## config.mk

```make
export PLATFORM = sky130hd
export DESIGN_NAME = hct_ctrl
export DESIGN_NICKNAME = d
export VERILOG_FILES = /design/src/rtl/core/hct_pkg.sv /design/src/rtl/core/hct_ctrl.sv
export VERILOG_INCLUDE_DIRS = /design/src /design/src/rtl/core
export SDC_FILE = /design/constraint.sdc
export NUM_CORES = 1
export LEC_CHECK = 0
export BUFFER_PORTS_ARGS = -buffer_cell sky130_fd_sc_hd__buf_2
export CAP_MARGIN = 20
export CORE_AREA = 2 2 39 41
export DETAILED_ROUTE_END_ITERATION = 6
export DIE_AREA = 0 0 41 43
export GPL_ROUTABILITY_DRIVEN = 0
export PLACE_DENSITY = 0.32
export REMOVE_ABC_BUFFERS = 1
export SYNTH_ARGS = -nofsm -noshare
export SYNTH_HDL_FRONTEND = slang
export SYNTH_SLANG_ARGS = --single-unit
```

## constraint.sdc

```tcl
create_clock -name clk_i -period 1.5 [get_ports clk_i]
set_input_delay 0.15 -clock clk_i [delete_from_list [all_inputs] [get_ports clk_i]]
set_output_delay 0.15 -clock clk_i [all_outputs]
set_load 0.03 [all_outputs]
```

## src/rtl/core/assert_macros.svh

```systemverilog
// assertion helpers shared by the rtl, sampled on clk_i and held off in reset
`ifndef ASSERT_MACROS_SVH
`define ASSERT_MACROS_SVH

// property that must hold at every edge
`define HCT_ASSERT(label, prop, msg) \
  label: assert property (@(posedge clk_i) disable iff (!rst_ni) (prop)) else $error(msg);

// antecedent implies consequent in the same cycle
`define HCT_ASSERT_IMP(label, ante, cons, msg) \
  label: assert property (@(posedge clk_i) disable iff (!rst_ni) (ante) |-> (cons)) \
    else $error(msg);

// antecedent implies consequent in the next cycle
`define HCT_ASSERT_NXT(label, ante, cons, msg) \
  label: assert property (@(posedge clk_i) disable iff (!rst_ni) (ante) |=> (cons)) \
    else $error(msg);

`endif

```

## src/rtl/core/hct_pkg.sv

```systemverilog
package hct_pkg;

  localparam int unsigned TableEntriesDefault = 64;

  localparam int unsigned HeightW   = 32;
  localparam int unsigned HashW     = 256;
  localparam int unsigned InDataW   = 320;
  localparam int unsigned OutDataW  = 8;

  typedef enum logic [1:0] {
    StatusOk   = 2'd0,
    StatusDup  = 2'd1,
    StatusFull = 2'd2
  } status_e;

  localparam logic OpInsert = 1'b0;
  localparam logic OpQuery  = 1'b1;

  // controller to datapath
  typedef struct packed {
    logic capture;   // latch the input beat, restart the scan
    logic scan_rd;   // read the next stored height
    logic hash_rd;   // read the hash of the matching slot
    logic load_out;  // load the result register, commit an insert
  } cmd_t;

  // datapath to controller
  typedef struct packed {
    logic scan_issued;  // every stored height has been read
    logic rd_busy;      // a height read is still in flight
    logic query_hit;    // query whose height is stored
    logic out_free;     // result register can take a new beat
  } sts_t;

endpackage

```

## src/rtl/core/hct_ctrl.sv

```systemverilog
`include "assert_macros.svh"

module hct_ctrl (
  input  logic          clk_i,
  input  logic          rst_ni,
  input  logic          in_valid_i,
  output logic          in_ready_o,
  input  hct_pkg::sts_t sts_i,
  output hct_pkg::cmd_t cmd_o
);
  import hct_pkg::*;

  typedef enum logic [1:0] {
    StIdle,
    StScan,
    StHash,
    StResult
  } state_e;

  state_e state_q;
  state_e state_d;
  logic   scan_end;

  assign scan_end = sts_i.scan_issued && !sts_i.rd_busy;

  always_comb begin
    state_d        = state_q;
    cmd_o          = '0;
    in_ready_o     = 1'b0;
    unique case (state_q)
      StIdle: begin
        in_ready_o    = 1'b1;
        cmd_o.capture = in_valid_i;
        if (in_valid_i) begin
          state_d = StScan;
        end
      end
      StScan: begin
        cmd_o.scan_rd = !sts_i.scan_issued;
        if (scan_end) begin
          state_d = sts_i.query_hit ? StHash : StResult;
        end
      end
      StHash: begin
        cmd_o.hash_rd = 1'b1;
        state_d       = StResult;
      end
      StResult: begin
        cmd_o.load_out = sts_i.out_free;
        if (sts_i.out_free) begin
          state_d = StIdle;
        end
      end
      default: state_d = StIdle;
    endcase
  end

  always_ff @(posedge clk_i or negedge rst_ni) begin
    if (!rst_ni) begin
      state_q <= StIdle;
    end else begin
      state_q <= state_d;
    end
  end

  `HCT_ASSERT_IMP(load_needs_free, cmd_o.load_out, sts_i.out_free, "result loaded over a held beat")
  `HCT_ASSERT_IMP(no_hash_rd_on_miss, state_q == StScan && scan_end && !sts_i.query_hit, state_d == StResult, "hash read without a hit")

endmodule

```

Word level (Yosys, flattened, before mapping)
Index checks and enable logic that the tools add are counted.
- multiply operators: 0
- multiplexer cells: 10
- shift-type cells: 0
- reductions and logical operators: 5
- equality and inequality tests: 6
- divide/modulo/power cells: 0
- $add $sub $neg: 0
- bitwise logic cells: 0
- order comparisons: 0
- operator list (operator ; count):
    $pmux W2 S4 ; 1
    $mux W1 ; 6
    $mux W2 ; 3
    $ne A2 B2 Y1 const B ; 3
    $eq A2 B2 Y1 const B ; 2
    $reduce_and A3 Y1 ; 1
    $eq A2 B1 Y1 const B ; 1
    $logic_not A1 Y1 ; 2
    $logic_not A2 Y1 ; 1
    $logic_and A1 B1 Y1 ; 1
- logic and storage cells: 22
- input bits: 7
- memories kept: 0
- flip-flop bits (word level): 2
- output and inout port bits: 5
- memory bits (writable): 0
- ROM bits: 0
- bits in latches: 0

Logic depth before layout (Yosys ltp)
- depth after elaboration: 4
- depth in mapped cells: 5
- mapped depth without buffers: 5

Worst setup path after synthesis
No wires, ideal clock.
- path kind: register -> register
- start point: register state_q[0]
- end point: register state_q[0]
- clock period less this slack: 1.644 ns
- data arrival time: 1.520 ns
- slack: -0.144 ns
- required time: 1.375 ns
- path buffers: 0
- cell stages (with the launch flop): 5
- library setup time: 0.125 ns
- cell sequence: dfrtp_1 -> inv_1 -> ha_1 -> a222oi_1 -> mux2_2
- word-level cells in the longest chain between the ends: 3
- elaborated cells between the ends (all ways): 9
- those cells by class: 6 x eq/ne; 1 x mux; 2 x reduce/logical
- RTL lines (what ; RTL line ; source):
    start: declaration ; hct_ctrl.sv:20 ; state_e state_q;
    start signal: assignment ; hct_ctrl.sv:60 ; state_q <= StIdle;
    start signal: assignment ; hct_ctrl.sv:62 ; state_q <= state_d;
    $eq A2 B1 Y1 (tied with other cells) ; hct_ctrl.sv:30 ; unique case (state_q)
    $ne A2 B2 Y1 (no line) ; -- ;
    $reduce_and A3 Y1 (no line) ; -- ;
Parallel ways exist; a longest one is shown, timed or not.
A chain may end at the register's enable or synchronous reset.

Worst setup path in the final report
- start point: register state_q[0]
- end point: register state_q[1]
Same word-level chain as after synthesis.

==> impl_metrics.json <==
{
  "reg2reg_to": "state_q[1]$_DFFE_PN0P_",
  "drc": 0,
  "fin_crit_ns": 1.53,
  "dp_slack_ns": -0.0764,
  "grt_usage": 0.0692,
  "synth_enable_flop_cells": 0,
  "synth_top_area_frac": 0.268,
  "yosys.cell_count.top_type": "inv_1",
  "largest_register": "state_q",
  "fin_tns_setup_ns": -0.0660,
  "worst_slew_pin_slew_ns": 0.277,
  "hpwl_um": 371,
  "placed_cell_area_sq_um": 299,
  "area_delta_synth_final_pct": 106,
  "status": "finished, violations left",
  "antenna_left": 0,
  "num_io_pins": 12,
  "avgSynthCellArea_sq_um": 9.32,
  "grt_pass1_vias": 229,
  "yosysTopAreaCell": "dfrtp_1",
  "max_stage_delay_ns": 0.42,
  "antenna_found_initial": 0,
  "crit_required_ns": 1.60,
  "ys_ff_latch": 2,
  "rsz0062_at_grt": "yes",
  "worstPathArrival_ns": 1.63,
  "num_vias": 219,
  "synthXorXnorAreaFrac": 0,
  "die_y_um": 43,
  "drt_wl_total_um": 587,
  "largest_reg_flops": 2,
  "worstSkewPairLatency_ns": 0.22,
  "first_pass_iters": 4,
  "critPathKind": "reg -> reg",
  "syn_inst": 20,
  "synth_area_sq_um": 186,
  "drive_above_1_share": 0.674,
  "r2r-start": "state_q[0]$_DFFE_PN0P_",
  "yosys.area_share.adder": 0.268,
  "relSlewSlack": 0.815,
  "setup_viol": 2,
  "initial_utilization": 0.135,
  "finalPower_mw": 0.908,
  "final_nets": 56,
  "avgViaCountPerCell": 3.71,
  "violations": "setup timing",
  "clkSinkCount": 2,
  "fmax_mhz": 652,
  "drv_cap": 0,
  "ys.flop_type": "dfrtp_1",
  "holdWs_ns": 0.237,
  "p_leak_nw": 0.211,
  "r2r_cells": 4,
  "numCtsBuffers": 3,
  "n_fill_cell": 156,
  "synth-compound-area-share": 0.101,
  "path_buf_inv": 1,
  "reg_top3": "state_q (2)",
  "gr-total-overflow": 0,
  "yosysWarnings": 0,
  "clk_pin_slew_ns": 0.03,
  "synth_cell_type_count": 11,
  "fin_crit_sh": 1.02,
  "grt_max_degree": 5,
  "report.final.slew_viol_count": 0,
  "hold_viol": 0,
  "cp-end-kind": "flip-flop",
  "synth.yosys.seq_area_share": 0.268,
  "synth_mux_area_frac": 0.121,
  "dieArea_sq_mm": 0.00176,
  "synthTopCellsByCount": "5 x inv_1, 4 x ha_1, 2 x dfrtp_1, 2 x mux2_2",
  "p_per_area_mw_per_mm2": 2370,
  "synth_area_leaders": "dfrtp_1 27%, ha_1 27%, mux2_2 12%, inv_1 10%, a222oi_1 5.4%",
  "grt_pass1_wl_um": 765,
  "io_buffers": 11,
  "design.core.area_sq_mm": 0.00138,
  "cp_top_family": "flip-flops",
  "antenna_cells": 0,
  "tritoncts": "yes",
  "crit_fanout": 4,
  "async_flop_share": 1.00,
  "critPathSlowestCell": "dfrtp_1",
  "post-route-worst-setup-slack_ns": -0.0345,
  "synth_top_family_by_area": "adder cells",
  "floorplan.rows": 14,
  "cp-start-kind": "flip-flop",
  "max-vdd-ir-drop_v": 0.000877,
  "cts_max_path_buffers": 2,
  "path_cells": "ha_2 -> a222oi_1 -> buf_4 -> mux2_4",
  "hold_path_class": "in -> async",
  "wl_per_cell_um": 9.95,
  "die_w_um": 41,
  "synth-simple-area-share": 0.141,
  "r2r_slack_ns": -0.03,
  "cts_root_buf": "clkbuf_4",
  "skew_ns": 0.00125,
  "first_iter_violations": 2,
  "final_area_sq_um": 384,
  "cts-htree-levels": 1
}
==> cells by family after synthesis <==
| logic type | count (synthesis) |
|---|---|
| AND/OR/NAND/NOR | 5 |
| buffers and inverters | 5 |
| adder cells (fa/ha/maj) | 4 |
| flip-flops | 2 |
| AO/OA/AOI/OAI | 2 |
| multiplexers | 2 |
==> area by class of cell <==
class                      count  area [sq um]  area share
inverter                       5          18.8      0.0489
sequential                     2          50.0       0.130
clock buffer                   3          22.5      0.0586
tap                           16          20.0      0.0521
timing repair buffer          20           130       0.339
multi-input combinational     13           143       0.371
==> worst max path at each step <==
stage          slack (ns)                     end                   start  depth (start not counted)
2_1_floorplan       -0.14  state_q[0]$_DFFE_PN0P_  state_q[0]$_DFFE_PN0P_                          4
3_3_place_gp        -0.07  state_q[0]$_DFFE_PN0P_  state_q[0]$_DFFE_PN0P_                          4
3_5_place_dp        -0.08  state_q[0]$_DFFE_PN0P_  state_q[0]$_DFFE_PN0P_                          4
4_1_cts             -0.02  state_q[0]$_DFFE_PN0P_  state_q[1]$_DFFE_PN0P_                          3
5_1_grt             -0.05  state_q[0]$_DFFE_PN0P_  state_q[0]$_DFFE_PN0P_                          4
6_report            -0.03  state_q[1]$_DFFE_PN0P_  state_q[0]$_DFFE_PN0P_                          4
==> where the power goes <==
| group | total, mW | internal, mW | switching, mW |
|---|---|---|---|
| registers | 0.121 | 0.0860 | 0.0354 |
| clock network | 0.117 | 0.0881 | 0.0287 |
| logic | 0.670 | 0.363 | 0.308 |
==> per-stage QoR <==
step / utilization / instances
after CTS: 0.254 / 58
after global routing: 0.278 / 59
after global placement: 0.216 / 52
after detailed placement: 0.216 / 52
final: 0.278 / 59
after floorplan: - / 20
==> metal layers <==
| metal | wire length [um] | GRT usage |
|---|---|---|
| met5 | 0 | 0 |
| met4 | 0 | 0.0800 |
| met3 | 65 | 0.0157 |
| met2 | 299 | 0.116 |
| met1 | 222 | 0.0545 |
==> cell usage in the layout, fill, tap and decap left out, types with 2 or more instances in the layout <==
cell and instances:
buf_4 10, buf_2 9, inv_1 3, clkbuf_4 3, inv_2 2, mux2_4 2
ha_2 2, dfrtp_1 2
==> what timing repair did <==
item / CTS / global route
setup buffers: 2 / 1
hold buffers: 1 / 0
pin swaps: 2 / 3
setup endpoints to repair: 4 / 4
endpoints found under the hold margin: 2 / 0
resized for setup: 3 / 9
Note: power is estimated with default switching activity, not from simulation.
